File: src/hta_pkg.sv
// ----------------------------------------------------------------------------
// hta_pkg
// Shared widths, opcodes and defaults for the handle table allocator.
// ----------------------------------------------------------------------------
package hta_pkg;

  localparam int OP_W     = 2;
  localparam int SLOT_W   = 5;
  localparam int HANDLE_W = 16;

  // Number of slots the slot field can name.
  localparam int SLOT_SPACE = 1 << SLOT_W;

  // Slots that come out of reset open, each holding its own index as handle.
  localparam int PRESET_SLOTS = 3;

  localparam int TABLE_SIZE_DEF = 32;

  localparam logic [OP_W-1:0] OP_OPEN   = 2'd0;
  localparam logic [OP_W-1:0] OP_CLOSE  = 2'd1;
  localparam logic [OP_W-1:0] OP_LOOKUP = 2'd2;

endpackage

File: src/hta_ram.sv
// ----------------------------------------------------------------------------
// hta_ram
// Generic simple dual-port RAM with one write port and a registered read port.
// ----------------------------------------------------------------------------
module hta_ram #(
  parameter int WIDTH = 16,
  parameter int DEPTH = 32
) (
  input  logic                     clk,
  input  logic                     wr_en,
  input  logic [$clog2(DEPTH)-1:0] wr_addr,
  input  logic [WIDTH-1:0]         wr_data,
  input  logic                     rd_en,
  input  logic [$clog2(DEPTH)-1:0] rd_addr,
  output logic [WIDTH-1:0]         rd_data
);

  logic [WIDTH-1:0] mem [DEPTH];

  always_ff @(posedge clk) begin
    if (wr_en) begin
      mem[wr_addr] <= wr_data;
    end
    if (rd_en) begin
      rd_data <= mem[rd_addr];
    end
  end

endmodule

File: src/handle_table_allocator.sv
// ----------------------------------------------------------------------------
// handle_table_allocator
// Slot table mapping small slot numbers to host handles, with a free bitmap.
// ----------------------------------------------------------------------------
// Requests arrive on the req channel (opcode, slot, host_handle) and each one
// produces exactly one response on the rsp channel (ok, slot_out, handle_out,
// is_open). Both channels use valid/stall; a transfer happens on a clock edge
// with valid high and stall low.
// The occupancy bitmap lives in flip-flops and is searched for the lowest
// free slot by a priority encoder in the cycle a request is taken, so the
// bitmap is current for the very next request. Host handles live in a RAM
// with a registered read; a close or lookup reads it at transfer
// and the handle joins the response in the following stage.
// A request passes through the middle stage into the output register, which
// raises response valid, and one request per cycle is sustained while the
// receiver keeps up.
// When the receiver stalls, the output register holds its response, the
// middle stage holds one more, and then req_stall rises.
// Synchronous reset opens slots 0 to 2 with handles 0 to 2 and frees all
// others; the bitmap and preset flags load directly, with no clearing pass.
// ----------------------------------------------------------------------------
module handle_table_allocator #(
  parameter int TABLE_SIZE = hta_pkg::TABLE_SIZE_DEF
) (
  input  logic                         clk,
  input  logic                         rst,

  input  logic                         req_valid,
  output logic                         req_stall,
  input  logic [hta_pkg::OP_W-1:0]     opcode,
  input  logic [hta_pkg::SLOT_W-1:0]   slot,
  input  logic [hta_pkg::HANDLE_W-1:0] host_handle,

  output logic                         rsp_valid,
  input  logic                         rsp_stall,
  output logic                         ok,
  output logic [hta_pkg::SLOT_W-1:0]   slot_out,
  output logic [hta_pkg::HANDLE_W-1:0] handle_out,
  output logic                         is_open
);

  // Only the slots that the slot field can name are ever tracked.
  localparam int MAP_W = (TABLE_SIZE < hta_pkg::SLOT_SPACE) ? TABLE_SIZE
                                                            : hta_pkg::SLOT_SPACE;
  localparam int MW    = $clog2(MAP_W);
  localparam int AW    = $clog2(TABLE_SIZE);
  localparam int PW    = $clog2(hta_pkg::PRESET_SLOTS);
  localparam logic [MAP_W-1:0] MAP_RESET = MAP_W'((1 << hta_pkg::PRESET_SLOTS) - 1);

  typedef struct packed {
    logic                       ok;
    logic [hta_pkg::SLOT_W-1:0] slot;
    logic                       is_open;
    logic                       want_handle;
    logic                       use_preset;
    logic [PW-1:0]              preset_val;
  } stage_t;

  logic [MAP_W-1:0]               open_map;
  logic [hta_pkg::PRESET_SLOTS-1:0] preset_live;

  logic                           s1_valid;
  stage_t                         s1;
  stage_t                         s1_next;

  logic                           req_xfer;
  logic                           s1_adv;

  logic                           free_found;
  logic [MW-1:0]                  free_idx;
  logic                           slot_in_map;
  logic                           slot_open;
  logic                           slot_preset;
  logic [AW+hta_pkg::SLOT_W-1:0]  slot_wide;
  logic [AW-1:0]                  rd_addr;
  logic                           rd_en;
  logic                           wr_en;
  logic [hta_pkg::HANDLE_W-1:0]   ram_data;

  assign req_stall = s1_valid && rsp_valid && rsp_stall;
  assign req_xfer  = req_valid && !req_stall;
  assign s1_adv    = s1_valid && !(rsp_valid && rsp_stall);

  // Lowest free slot. Scanning from the top lets the lowest index win.
  always_comb begin
    free_found = 1'b0;
    free_idx   = '0;
    for (int i = MAP_W - 1; i >= 0; i--) begin
      if (!open_map[i]) begin
        free_found = 1'b1;
        free_idx   = MW'(i);
      end
    end
  end

  assign slot_in_map = ({1'b0, slot} < (hta_pkg::SLOT_W + 1)'(MAP_W));
  assign slot_open   = slot_in_map && open_map[slot[MW-1:0]];
  assign slot_preset = ({1'b0, slot} < (hta_pkg::SLOT_W + 1)'(hta_pkg::PRESET_SLOTS))
                       && preset_live[slot[PW-1:0]];

  assign slot_wide = (AW + hta_pkg::SLOT_W)'(slot);
  assign rd_addr   = slot_wide[AW-1:0];

  always_comb begin
    s1_next             = '0;
    s1_next.slot        = slot;
    s1_next.use_preset  = slot_preset;
    s1_next.preset_val  = slot[PW-1:0];
    rd_en               = 1'b0;
    wr_en               = 1'b0;
    case (opcode)
      hta_pkg::OP_OPEN: begin
        s1_next.ok      = free_found;
        s1_next.is_open = free_found;
        s1_next.slot    = free_found ? hta_pkg::SLOT_W'(free_idx) : '0;
        wr_en           = req_xfer && free_found;
      end
      hta_pkg::OP_CLOSE: begin
        s1_next.ok          = slot_open;
        s1_next.want_handle = slot_open;
        rd_en               = req_xfer;
      end
      hta_pkg::OP_LOOKUP: begin
        s1_next.ok          = slot_open;
        s1_next.is_open     = slot_open;
        s1_next.want_handle = slot_open;
        rd_en               = req_xfer;
      end
      default: begin
        s1_next.is_open = slot_open;
      end
    endcase
  end

  hta_ram #(
    .WIDTH (hta_pkg::HANDLE_W),
    .DEPTH (TABLE_SIZE)
  ) u_handle_ram (
    .clk     (clk),
    .wr_en   (wr_en),
    .wr_addr (AW'(free_idx)),
    .wr_data (host_handle),
    .rd_en   (rd_en),
    .rd_addr (rd_addr),
    .rd_data (ram_data)
  );

  always_ff @(posedge clk) begin
    if (rst) begin
      open_map    <= MAP_RESET;
      preset_live <= '1;
    end else if (req_xfer) begin
      if (opcode == hta_pkg::OP_OPEN && free_found) begin
        open_map[free_idx] <= 1'b1;
        // A preset slot that is opened again now holds its handle in the RAM.
        if ({1'b0, free_idx} < (MW + 1)'(hta_pkg::PRESET_SLOTS)) begin
          preset_live[free_idx[PW-1:0]] <= 1'b0;
        end
      end else if (opcode == hta_pkg::OP_CLOSE && slot_open) begin
        open_map[slot[MW-1:0]] <= 1'b0;
      end
    end
  end

  always_ff @(posedge clk) begin
    if (rst) begin
      s1_valid <= 1'b0;
    end else if (req_xfer) begin
      s1_valid <= 1'b1;
    end else if (s1_adv) begin
      s1_valid <= 1'b0;
    end
    if (req_xfer) begin
      s1 <= s1_next;
    end
  end

  always_ff @(posedge clk) begin
    if (rst) begin
      rsp_valid <= 1'b0;
    end else if (s1_adv) begin
      rsp_valid <= 1'b1;
    end else if (!rsp_stall) begin
      rsp_valid <= 1'b0;
    end
    if (s1_adv) begin
      ok       <= s1.ok;
      slot_out <= s1.slot;
      is_open  <= s1.is_open;
      if (!s1.want_handle) begin
        handle_out <= '0;
      end else if (s1.use_preset) begin
        handle_out <= hta_pkg::HANDLE_W'(s1.preset_val);
      end else begin
        handle_out <= ram_data;
      end
    end
  end

endmodule

File: config.mk
export PLATFORM = sky130hd
export DESIGN_NAME = handle_table_allocator
export DESIGN_NICKNAME = d
export VERILOG_FILES = /design/src/hta_pkg.sv /design/src/hta_ram.sv /design/src/handle_table_allocator.sv
export SDC_FILE = /design/constraint.sdc
export NUM_CORES = 1
export LEC_CHECK = 0
export BUFFER_PORTS_ARGS = -buffer_cell sky130_fd_sc_hd__buf_4
export CORE_MARGIN = 4
export CORE_UTILIZATION = 55
export DETAILED_ROUTE_END_ITERATION = 6
export MAX_ROUTING_LAYER = met4
export PLACE_DENSITY = 0.76
export SETUP_SLACK_MARGIN = 0.2
export SLEW_MARGIN = 10
export SYNTH_ARGS = -nofsm -noshare
export SYNTH_HDL_FRONTEND = slang
export SYNTH_SLANG_ARGS = --single-unit
File: constraint.sdc
create_clock -name clk -period 7.74 [get_ports clk]
set_input_delay 1.548 -clock clk [delete_from_list [all_inputs] [get_ports clk]]
set_output_delay 1.548 -clock clk [all_outputs]
set_load 0.05 [all_outputs]
==> results, run 1 <==
- The total vias in the final route is around 13,000.
- The worst flop-to-flop path startpoint is open_map[27].
- The distinct cell type count of the synthesized netlist is 54.
- Subtracting the final worst setup slack from the clock period gives 4.01 ns.
- The wire length of the first global-routing pass is 85.1 mm.
- The final-report max-slew violation count is 0.
- After synthesis the netlist holds a flip-flop and latch count of 599.
- The later-pin clock latency in the skew report is slightly above 0.6 ns.
- In the synthesized netlist, the number of instances is about 1,200.
- In the synthesized netlist the dominant register cell turns out to be edfxtp_1.
- The number of I/O pins is 52.
- The maximum clock frequency is 0.249 GHz.
- The overall die area is between 40,000 and 50,000 µm².
- The transition time at the pin with the least slew margin is ~1.1 ns.
- The count of flip-flops with a built-in enable after synthesis is between 500 and 600.
- The first TritonRoute pass finished after 5 iterations.
- TritonCTS built the clock tree.
- CTS built an H-tree with a depth of 2.
- The relative area change from synthesis to final layout is 13.0%.
- The count of hold-fix buffers inserted at cts is 0.
- Dividing the detail-routed wire length by the instance count gives around 30 µm.
- The slack of the worst reg-to-reg path is about 4.3 ns.
- The highest ir drop seen on vdd is ~0.19 mV.
- The number of nets in the layout is roughly 1,300.
- The total congestion overflow after global routing is 0.
- The sequential-to-total area share from yosys stat is around three quarters.
- The starting density of the core is between 50% and 60%.
- The share of layout cells above drive strength 1 is about 25%.
- The final count of hold timing violations was 0.
- The die outline width is between 200 and 250 µm.
- The number of endpoints failing setup at the final stage is 0.
- The setup fix buffers added after clock tree synthesis is 0.
- In this run the tightest slew margin relative to its limit is roughly a quarter.
- The nature of the critical path endpoint is a flip-flop.
- After clock tree synthesis, the clock-pin slew on the worst setup and hold paths is ~0.060 ns.
- The final-layout fill cell count is roughly 2,800.
- The startpoint kind of the worst setup timing path is a primary input.
- The detail route stage leaves a number of antenna-violating nets equal to 0.
- The quantity of I/O buffers inserted on ports is approximately 50.
- The summed instance area of the synthesized netlist is between 20,000 and 25,000 µm².
- The cell sitting at the root of the clock tree is a clkbuf_16.
- The stage delay of the slowest cell on the critical path is 0.83 ns.
- After detailed placement, the total cell area comes to between 20,000 and 25,000 µm².
- The die height is 214 µm.
- The cell leakage power is 8.51 nW.
- The core region is approximately 42,000 µm².
- The final non-filler cell area is around 26,000 µm².
- The combined area of the multi-input logic cells is roughly 5500 µm².
- Setup repair after global routing left no endpoint under its margin.
- Setup total negative slack on the finished layout was measured at 0 ns.
- The initialized floorplan defines 75 standard-cell rows.
- Of all flip-flops after synthesis, the portion carrying an async set or reset was 0%.
- The count of synthesis-stage warnings from yosys is 0.
- For this block, the initial DRC count from the detailed router was between 2,000 and 2,500.
- The fraction of the cycle the final worst path needs is 51.8%.
- In this run the worst path has a maximum fanout of 13.
- The critical path goes through buf_4 -> nand3_1 -> and2_1 -> nand2_1 -> nor3_1 -> nand2_1 -> nor2_1 -> buf_4.
- The via count of the first global-routing pass is about 13,000.
- The via density per instance is roughly 6.7.
- The HPWL after detailed placement is between 30 and 40 mm.
- The remaining routing DRC violations is 0.
- The buffer depth of the longest clock path is 3.
- The total length of routed wires is 57.2 mm.
- The data required time of the critical path is a little over 8 ns.
- The number of cells on the worst reg-to-reg path is 7.
- Global routing consumed, over all layers together, around a quarter of the routing resources.
- The endpoint identified for the worst register-to-register timing path is u_handle_ram.mem[28][0].
- Routability-driven placement finished with a final weighted congestion of between 0.8 and 0.9.
- The tool flagged a number of max-cap violations equal to 0.
- The flow ran to the end, and the final reports show no timing, DRC or antenna violations.
- In this run the mean area of a mapped cell was 19.4 µm².
- The slowest stage of the critical path belongs to the cell nor2_1.
- The number of nets handed over by synthesis was between 1,000 and 1,500.
- The number of sinks on the clock net is 599.
- The number of antenna violations at the first check in global routing is 3.
- The post-cts resize count is 0.
- The number of buffers created by CTS is 57.
- The critical path ends at u_handle_ram.mem[28][0].
- The sequential cells in the finished layout cover a total of approximately 18,000 µm².
- The type of the most critical hold path is reg -> reg.
- On the final layout, the worst clock skew is 0.0328 ns.
- The critical path is of the in -> reg type.
- The power density relative to cell area is 252 nW/µm².
- Data arrives at the worst endpoint at ~4.3 ns.
- The critical path starts at rsp_stall.
- The maximum number of pins on one net before global-route repair is 77.
[synth_stat cells (6+ instances only)]
cell type	instances	share of area [%]
nand3_1	19	0.41
o22ai_1	6	0.16
edfxtp_1	562	72
clkbuf_1	39	0.63
o21ai_0	43	0.92
nand2b_1	7	0.19
dfxtp_1	37	3.2
o31ai_1	11	0.35
nor3_1	11	0.24
a21oi_1	18	0.39
inv_1	18	0.29
nand4_1	31	0.83
nor2_1	41	0.66
a22oi_1	64	2.1
nor2b_1	20	0.54
mux2i_1	14	0.60
nand2_1	25	0.40
a21o_1	8	0.26
buf_2	7	0.15
and4_1	6	0.22
mux4_2	129	12
buf_1	13	0.21
and2_1	16	0.43
[how the worst min path moves through the flow]
| stage | end | cells past startpoint | slack, ns | startpoint |
|---|---|---|---|---|
| after floorplan | is_open | 0 | 0.40 | s1[4] |
| after global routing | slot_out[1] | 0 | 0.43 | s1[6] |
| after global placement | ok | 0 | 0.40 | s1[10] |
| after CTS | is_open | 0 | 0.42 | s1[4] |
| after detailed placement | is_open | 0 | 0.41 | s1[4] |
| final | slot_out[1] | 0 | 0.42 | s1[6] |
[routing by layer]
metal / GRT usage, % / share of wire, % / vias up
li1: - / - / 5194
met1: 35.0 / 38 / 6471
met2: 39.9 / 48 / 836
met3: 5.33 / 11 / 140
met4: 9.01 / 3.9 / 0
met5: - / 0 / -
[critical path, delay by kind of cell]
kind	cells	cell delay (ns)
simple gates	6	2.28
buf+inv	2	0.48
[cell usage in the layout, fill, tap and decap left out, drive strengths merged, types with 2 or more instances in the layout]
cell type / count
a21boi: 4
a21o: 8
a21oi: 18
a22oi: 64
a31o: 3
a31oi: 4
and2: 16
and3: 5
and4: 8
buf: 88
bufinv: 6
clkbuf: 71
clkinv: 30
dfxtp: 37
diode: 2
edfxtp: 562
ha: 3
inv: 19
mux2: 4
mux2i: 14
mux4: 129
nand2: 25
nand2b: 7
nand3: 19
nand3b: 5
nand4: 32
nor2: 41
nor2b: 20
nor3: 14
nor4: 3
o21ai: 45
o21ba: 2
o22ai: 6
o31ai: 11
or2: 2
or3: 2
or3b: 4
[through the flow]
step	power [mW]	std cells	setup slack, ns	util (%)	hold WS [ns]
after detailed placement	3.95	1773	3.11	58.5	0.410
after global placement	3.94	1773	3.20	58.5	0.404
after global routing	6.85	1883	3.52	63.0	0.426
after floorplan	3.82	1206	3.82	-	0.400
final	6.65	1883	3.73	63.0	0.421
after CTS	6.68	1881	3.75	62.9	0.420
[logic make-up after synthesis]
family,after synthesis,share of synthesized area [%]
compound gates,174,5.02
simple gates,205,4.92
buf+inv,78,1.31
mux,147,13.2
fa+ha+maj,3,0.161
flops,599,75.4
[power breakdown]
group | internal [mW] | switching, mW
Clock | 1.59 | 1.17
Sequential | 3.57 | 0.0131
Combinational | 0.106 | 0.197
[final cells by class]
type	instances	area share (%)
Sequential cell	599	66.7
Multi-Input combinational cell	529	20.9
Clock buffer	71	5.76
Tap cell	539	2.55
Timing Repair Buffer	88	2.54
Clock inverter	37	1.29
Inverter	18	0.256
Antenna cell	2	0.0190
[state kept, by name, summed over array words and instances, names as in the netlist]
signal / flops
s1_valid: 1
preset_live: 3
u_handle_ram.mem: 512
handle_out: 16
rsp_valid: 1
open_map: 32
ok: 1
u_handle_ram.rd_data: 16
is_open: 1
slot_out: 5
s1: 11
No activity file was read; power rests on OpenSTA's default activity.
==> inputs of run 2 (changes only) <==
Settings changed: ABC_AREA set to 1.
Clock period 7.74 ns to 3.97 ns, I/O delays scaled along.
==> results, run 2 <==
- The overall die area is 45,300 µm².
- The clock drives approximately 600 sinks.
- The worst flop-to-flop path startpoint is open_map[21].
- The multi-input combinational cells in the finished layout cover a total of ~4900 µm².
- The maximum number of pins on one net before global-route repair is 84.
- The row count is 74.
- From left edge to right edge, the die measures 213 µm.
- The highest net fanout along the worst path is 16.
- For this design the ratio of total power to cell area is 479 nW/µm².
- The relative area change from synthesis to final layout is 14.2%.
- The minimum clock period after layout is between 3 and 4 ns.
- The first global-routing pass estimated slightly below 90 mm of wire.
- The die height is ~210 µm.
- The detailed-routing iteration count for the pre-antenna-repair pass is 5.
- After synthesis, the mean cell area works out to 14.5 µm².
- The via count of the first global-routing pass was ~14,000.
- The H-tree generated during clock tree synthesis spans 2 levels.
- The Yosys step of the flow raised 0 warnings.
- The worst path uses around 87% of the clock period.
- The quantity of I/O buffers inserted on ports is between 50 and 60.
- After synthesis, the largest area contributor takes up 73.2% of total cell area.
- Headroom to the max-slew limit came out at a little under a fifth.
- The top cell types in the final layout, fill and taps aside, are 562 x edfxtp_1, 269 x a22oi_1, 149 x a21oi_1, 141 x nand2_1, 132 x buf_4.
- The setup fix buffers added after clock tree synthesis is 0.
- The summed instance area of the synthesized netlist is between 20,000 and 25,000 µm².
- Clock tree synthesis inserted a total of 56 buffers.
- The clock tree from TritonCTS is done.
- The startpoint kind of the worst setup timing path is a flip-flop.
- The final count of hold timing violations came to 0.
- After synthesis, the most frequently instantiated cells are 562 x edfxtp_1, 269 x a22oi_1, 150 x a21oi_1.
- The violation count after the first detailed-route iteration is 2,220.
- Counting along the longest clock path gives a buffer depth of 3.
- After layout, the worst setup slack is 0.508 ns.
- The count of flip-flops with a built-in enable after synthesis is roughly 560.
- The region available for standard cell placement spans between 40,000 and 50,000 µm².
- The fraction of registers with async set/reset is 0%.
- Counting every instance in the synthesized netlist gives about 1,600.
- Ranked by total cell area, the synthesized netlist is headed by edfxtp_1 73%, a22oi_1 8.8%, a21oi_1 3.3%.
- Counting flops and latches in the post-synthesis netlist gives roughly 600.
- The total power draw is roughly 13 mW.
- For the worst setup path, the data required time is around 4.3 ns.
- In the final layout, the registers with the most flip-flops are u_handle_ram.mem (512), open_map (32).
- The initial utilization of the core area, before any placement, comes to between 50% and 60%.
- The count of hold-fix buffers inserted at cts is 0.
- Across the whole layout, storage elements account for around 18,000 µm².
- Static timing analysis puts the maximum clock frequency at a little under 0.3 GHz.
- At the later pin of the worst-skew pair, clock insertion delay measures about 0.62 ns.
- Setup violations remaining at the end of the flow were counted as 0.
- The number of nets handed over by synthesis was ~1,600.
- Setup repair after global routing left no endpoint under its margin.
- Routability-driven placement finished with a final weighted congestion of roughly 0.95.
- The share of layout cells above drive strength 1 is 14.8%.
- The nature of the critical path endpoint is a flip-flop.
- The flip-flop count of the largest register, all copies and words added is slightly above 500.
- In this run the count of I/O pins placed on the die edge is 52.
- The commonest non-fill, non-tap cell in the layout is edfxtp_1.
- Among all flip-flop cells after synthesis, the most frequent one is edfxtp_1.
- CTS placed an instance of clkbuf_16 at the clock tree root.
- The share of the Yosys chip area taken by registers is roughly three quarters.
- In this run the worst hold path is classified as in -> reg.
- The total length of routed wires is between 50 and 60 mm.
- The most frequent cell after synthesis is edfxtp_1.
- The per-cell routed wire length is 26.3 µm.
- IR analysis of the VDD net gives a maximum drop of 0.422 mV.
- The final-layout fill cell count is about 2,900.
- The HPWL after detailed placement is about 37 mm.
- The slack of the worst reg-to-reg path is roughly 0.5 ns.
- The biggest area contributor in the post-synthesis netlist is edfxtp_1.
- The post-cts resize count is 0.
- Across the run, the number of max-cap violations was 0.
- The register with the most flip-flops is u_handle_ram.mem.
- The placement-stage worst setup slack is 0.446 ns.
- Data arrives at the worst endpoint at ~3.8 ns.
- The cell depth of the worst flop-to-flop path is 11.
- The worst hold path cell count is 2.
- The startpoint of the worst hold path is rst.
- The post-route clock skew is between 0.03 and 0.04 ns.
- For hold timing, the worst endpoint is open_map[3].
- The total vias in the final route is approximately 15,000.
- The endpoint identified for the worst register-to-register timing path is u_handle_ram.mem[13][9].
- The aggregate global-route resource usage is 27.3%.
- The run finished with clean final reports.
- In the routed layout, each cell is associated on average with a via count of between 6 and 7.
- The number of nets in the layout is about 1,700.
- The cell leakage power is around 8.6 nW.
- The final-report max-slew violation count is 0.
- At the pin with the least slew margin, the transition time is about 1.2 ns.
- After detailed routing, the number of remaining DRC violations is 0.
- The distinct cell type count of the synthesized netlist is 42.
- After clock tree synthesis, the clock-pin slew on the worst setup and hold paths is about 0.060 ns.
- The type of the worst setup path is reg -> reg.
- The post-detailed-route count of antenna-violating nets is 0.
- The number of antenna violations at the first check in global routing is 1.
- The total congestion overflow after global routing is 0.
==> run 2: cell type report <==
class | count | area share (%)
flip-flops and latches | 599 | 66.9
multi-input cells | 822 | 18.8
clock buffers | 69 | 5.51
repair buffers | 139 | 4.29
well taps | 532 | 2.53
inverters | 83 | 1.20
clock inverters | 27 | 0.774
diodes | 3 | 0.0285
==> run 2: worst max-delay path by stage <==
stage	startpoint	to	slack, ns	cells past startpoint
3_3_place_gp	slot[1]	u_handle_ram.rd_data[3]	0.48	8
3_5_place_dp	slot[1]	u_handle_ram.rd_data[3]	0.45	8
6_report	open_map[21]	u_handle_ram.mem[13][9]	0.51	11
5_1_grt	open_map[31]	u_handle_ram.mem[12][11]	0.23	35
2_1_floorplan	opcode[1]	u_handle_ram.mem[30][0]	-0.21	9
4_1_cts	open_map[31]	u_handle_ram.mem[12][14]	0.59	35
==> run 2: report_power, final <==
| part | leakage [nW] | internal [mW] | switching (mW) | total, mW |
|---|---|---|---|---|
| Clock | 0.810 | 2.71 | 2.22 | 4.93 |
| Combinational | 2.44 | 0.180 | 0.530 | 0.710 |
| Sequential | 5.38 | 6.96 | 0.0150 | 6.97 |
==> run 2: critical path, stage by stage (launching register included) <==
cell     delay (ns)
dfxtp_1        0.44
nand2_1        0.11
nor3_1         0.22
nand2_1        0.10
nor3_1         0.34
nor2_1         0.16
inv_1          0.10
nand2_1        0.36
nor2_1         0.56
nand4_1        0.23
nor2_1         0.22
buf_4          0.29
==> run 2: kinds of logic after synthesis <==
logic type	Yosys count	synth area share [%]
buffers and inverters	167	2.78
adder cells (fa/ha/maj)	3	0.163
flip-flops	599	76.4
AO/OA/AOI/OAI	494	14.2
AND/OR/NAND/NOR	325	6.52
==> run 2: layer usage <==
layer / GRT usage [%] / wire length [µm] / up-vias
met3: 5.07 / 6370 / 138
met5: - / 0 / -
met2: 41.8 / 28300 / 941
met4: 10.0 / 2450 / 0
met1: 37.2 / 22800 / 7304
li1: - / - / 6403
==> run 2: stage by stage <==
stage | instances | hold WS (ns) | util, % | TNS, ns | cell area [µm²]
CTS | 2271 | 0.373 | 64.0 | 0 | 26300
detailed placement | 2175 | 0.405 | 60.0 | 0 | 24700
finish | 2274 | 0.398 | 64.1 | 0 | 26300
global route | 2272 | 0.414 | 64.1 | 0 | 26300
global placement | 2175 | 0.403 | 60.0 | 0 | 24700
floorplan | 1588 | 0.400 | - | -17.22 | 23100
==> inputs of run 3 (changes only) <==
Settings changed: CORE_ASPECT_RATIO set to 1.4.
==> results, run 3 (same netlist as run 2, synthesis figures left out) <==
- The flow ran to the end, and the final reports show no timing, DRC or antenna violations.
- The register clock-pin slew on the reported worst setup and hold paths is around 0.06 ns.
- The post-detailed-route count of antenna-violating nets is 0.
- The number of max-cap violations is 0.
- The setup fix buffers added after clock tree synthesis is 0.
- Setup violations remaining at the end of the flow were counted as 0.
- The critical path data arrival time is approximately 3.7 ns.
- The headroom to the max-slew limit is 22.3%.
- The nature of the critical path endpoint is a flip-flop.
- Derived from the worst setup path, the maximum achievable clock frequency is around 0.29 GHz.
- The quantity of I/O buffers inserted on ports is 51.
- In this run, placement finished with an instance count of about 2,200.
- The flip-flop count of the largest register, all copies and words added is just over 500.
- The number of antenna violations at the first check in global routing is 0.
- The data required time of the critical path is roughly 4.3 ns.
- The via density per instance is approximately 6.4.
- The first detailed-routing pass ran for 6 iterations.
- The share of layout cells above drive strength 1 is 14.7%.
- The clock passes through at most 3 buffers.
- The power density relative to cell area is 478 nW/µm².
- The total vias in the final route is around 15,000.
- The number of standard cells in the final layout excluding fillers is ~2,300.
- Measured on the finished design, the core utilization comes to between 60% and 70%.
- The register with the most flip-flops in the final layout is u_handle_ram.mem.
- The initialized floorplan defines 88 standard-cell rows.
- The via count of the first global-routing pass is 14,171.
- The antenna diode count is 0.
- The die height is 250 µm.
- The later-pin clock latency in the skew report is 0.58 ns.
- The startpoint kind of the worst setup timing path is a flip-flop.
- Compared with the post-synthesis result, the final layout area differs by 14.0%.
- Across every metal layer, demand over resource in global routing totals approximately a quarter.
- Across the VDD grid, the largest voltage drop is ~0.30 mV.
- Pin placement for this block handled 52 I/O pins.
- In the layout the commonest cells are 562 x edfxtp_1, 269 x a22oi_1, 149 x a21oi_1, 141 x nand2_1, 129 x buf_4.
- The number of nets in the layout is roughly 1,700.
- Summed over all layers, the global routing overflow is 0.
- The count of hold-fix buffers inserted at cts is 0.
- The type of the worst setup path is reg -> reg.
- The HPWL after detailed placement is 38.0 mm.
- The cell leakage power is roughly 8.6 nW.
- In this run the horizontal extent of the chip is approximately 180 µm.
- The largest registers in the layout are u_handle_ram.mem (512), open_map (32).
- The number of buffers created by CTS is 51.
- The remaining routing DRC violations is 0.
- The routability congestion estimate from global placement is a little under 1.
- The post-route clock skew is 0.0153 ns.
- The starting density of the core is between 50% and 60%.
- The number of sinks on the clock net is around 600.
- Final hold analysis gives a worst-case slack of approximately 0.43 ns.
- The wire length of the first global-routing pass is about 89 mm.
- Counting I/O delays and the setup requirement, the final critical path takes approximately 3.4 ns.
- Entering global routing, the biggest net connects ~110 pins.
- After layout, the worst path uses between 80% and 90% of the clock period.
- Once routing completed, OpenROAD measured the worst setup slack at about 0.56 ns.
- The filler cells instantiated in the layout total around 2,900.
- The placement-stage worst setup slack is between 0.4 and 0.5 ns.
- At the pin with the least slew margin, the transition time is ~1.2 ns.
- The region available for standard cell placement spans around 41,000 µm².
- The worst hold path belongs to the class reg -> reg.
- The floorplan step defined a die boundary enclosing ~45,000 µm².
- The clock tree from TritonCTS is done.
- The detailed router finished its first iteration with roughly 1,800 violations.
- Setup repair after global routing left no endpoint under its margin.
- The tree is rooted in a clkbuf_16.
- The per-cell routed wire length is about 26 µm.
- The total length of routed wires is between 50 and 60 mm.
- The final count of hold timing violations is 0.
- The commonest non-fill, non-tap cell in the layout is edfxtp_1.
- Post-CTS repair changed the size of 0 cells.
- The clock tree synthesis step divided the H-tree into 2 levels.
- In this run the worst path has a maximum fanout of 16.
- The final-report max-slew violation count is 0.
## run 3: worst paths after layout
| path | startpoint | to | slack, ns | depth (start not counted) |
|---|---|---|---|---|
| worst max-delay path | open_map[0] | u_handle_ram.mem[17][11] | 0.56 | 13 |
| worst min-delay path | s1[7] | slot_out[2] | 0.43 | 0 |
| worst max register to register | open_map[0] | u_handle_ram.mem[17][11] | 0.56 | 13 |
| worst min register to register | s1[7] | slot_out[2] | 0.43 | 0 |
## run 3: area by class of cell
type                            count  area, µm²  share of cell area [%]
Sequential cell                   599      17600                    67.0
Multi-Input combinational cell    822       4940                    18.8
Clock buffer                       63       1340                    5.11
Timing Repair Buffer              136       1110                    4.22
Tap cell                          540        676                    2.57
Inverter                           83        317                    1.20
Clock inverter                     32        294                    1.12
## run 3: through the flow
stage,power (mW),area (µm²),setup TNS [ns]
finish,12.6,26300,0
CTS,12.6,26300,0
detailed placement,7.80,24700,0
global placement,7.78,24700,0
floorplan,7.45,23100,-17.22
global route,12.9,26300,0
## run 3: worst max-delay path, cell delays in order (launching register included)
cell     delay (ns)
dfxtp_1        0.69
nand2_1        0.10
nor3_1         0.23
nand2_1        0.10
nor2_1         0.15
inv_1          0.08
nor2_1         0.25
inv_1          0.10
nor2_1         0.11
inv_1          0.06
nor2_1         0.37
nand4_1        0.33
nor2_1         0.32
buf_12         0.20
## run 3: report_power, final
| part | internal, mW | total (mW) | switching (mW) |
|---|---|---|---|
| sequential | 6.95 | 6.97 | 0.0134 |
| combinational | 0.182 | 0.709 | 0.527 |
| clock | 2.73 | 4.90 | 2.17 |
| total | 9.87 | 12.6 | 2.71 |
## run 3: metal layers
layer | vias up | GRT usage (%) | part of all wire (%)
met2 | 940 | 44.3 | 50
met3 | 173 | 3.97 | 8.6
met4 | 0 | 14.1 | 6.1
li1 | 6385 | - | -
met1 | 7166 | 32.0 | 35
met5 | - | - | 0
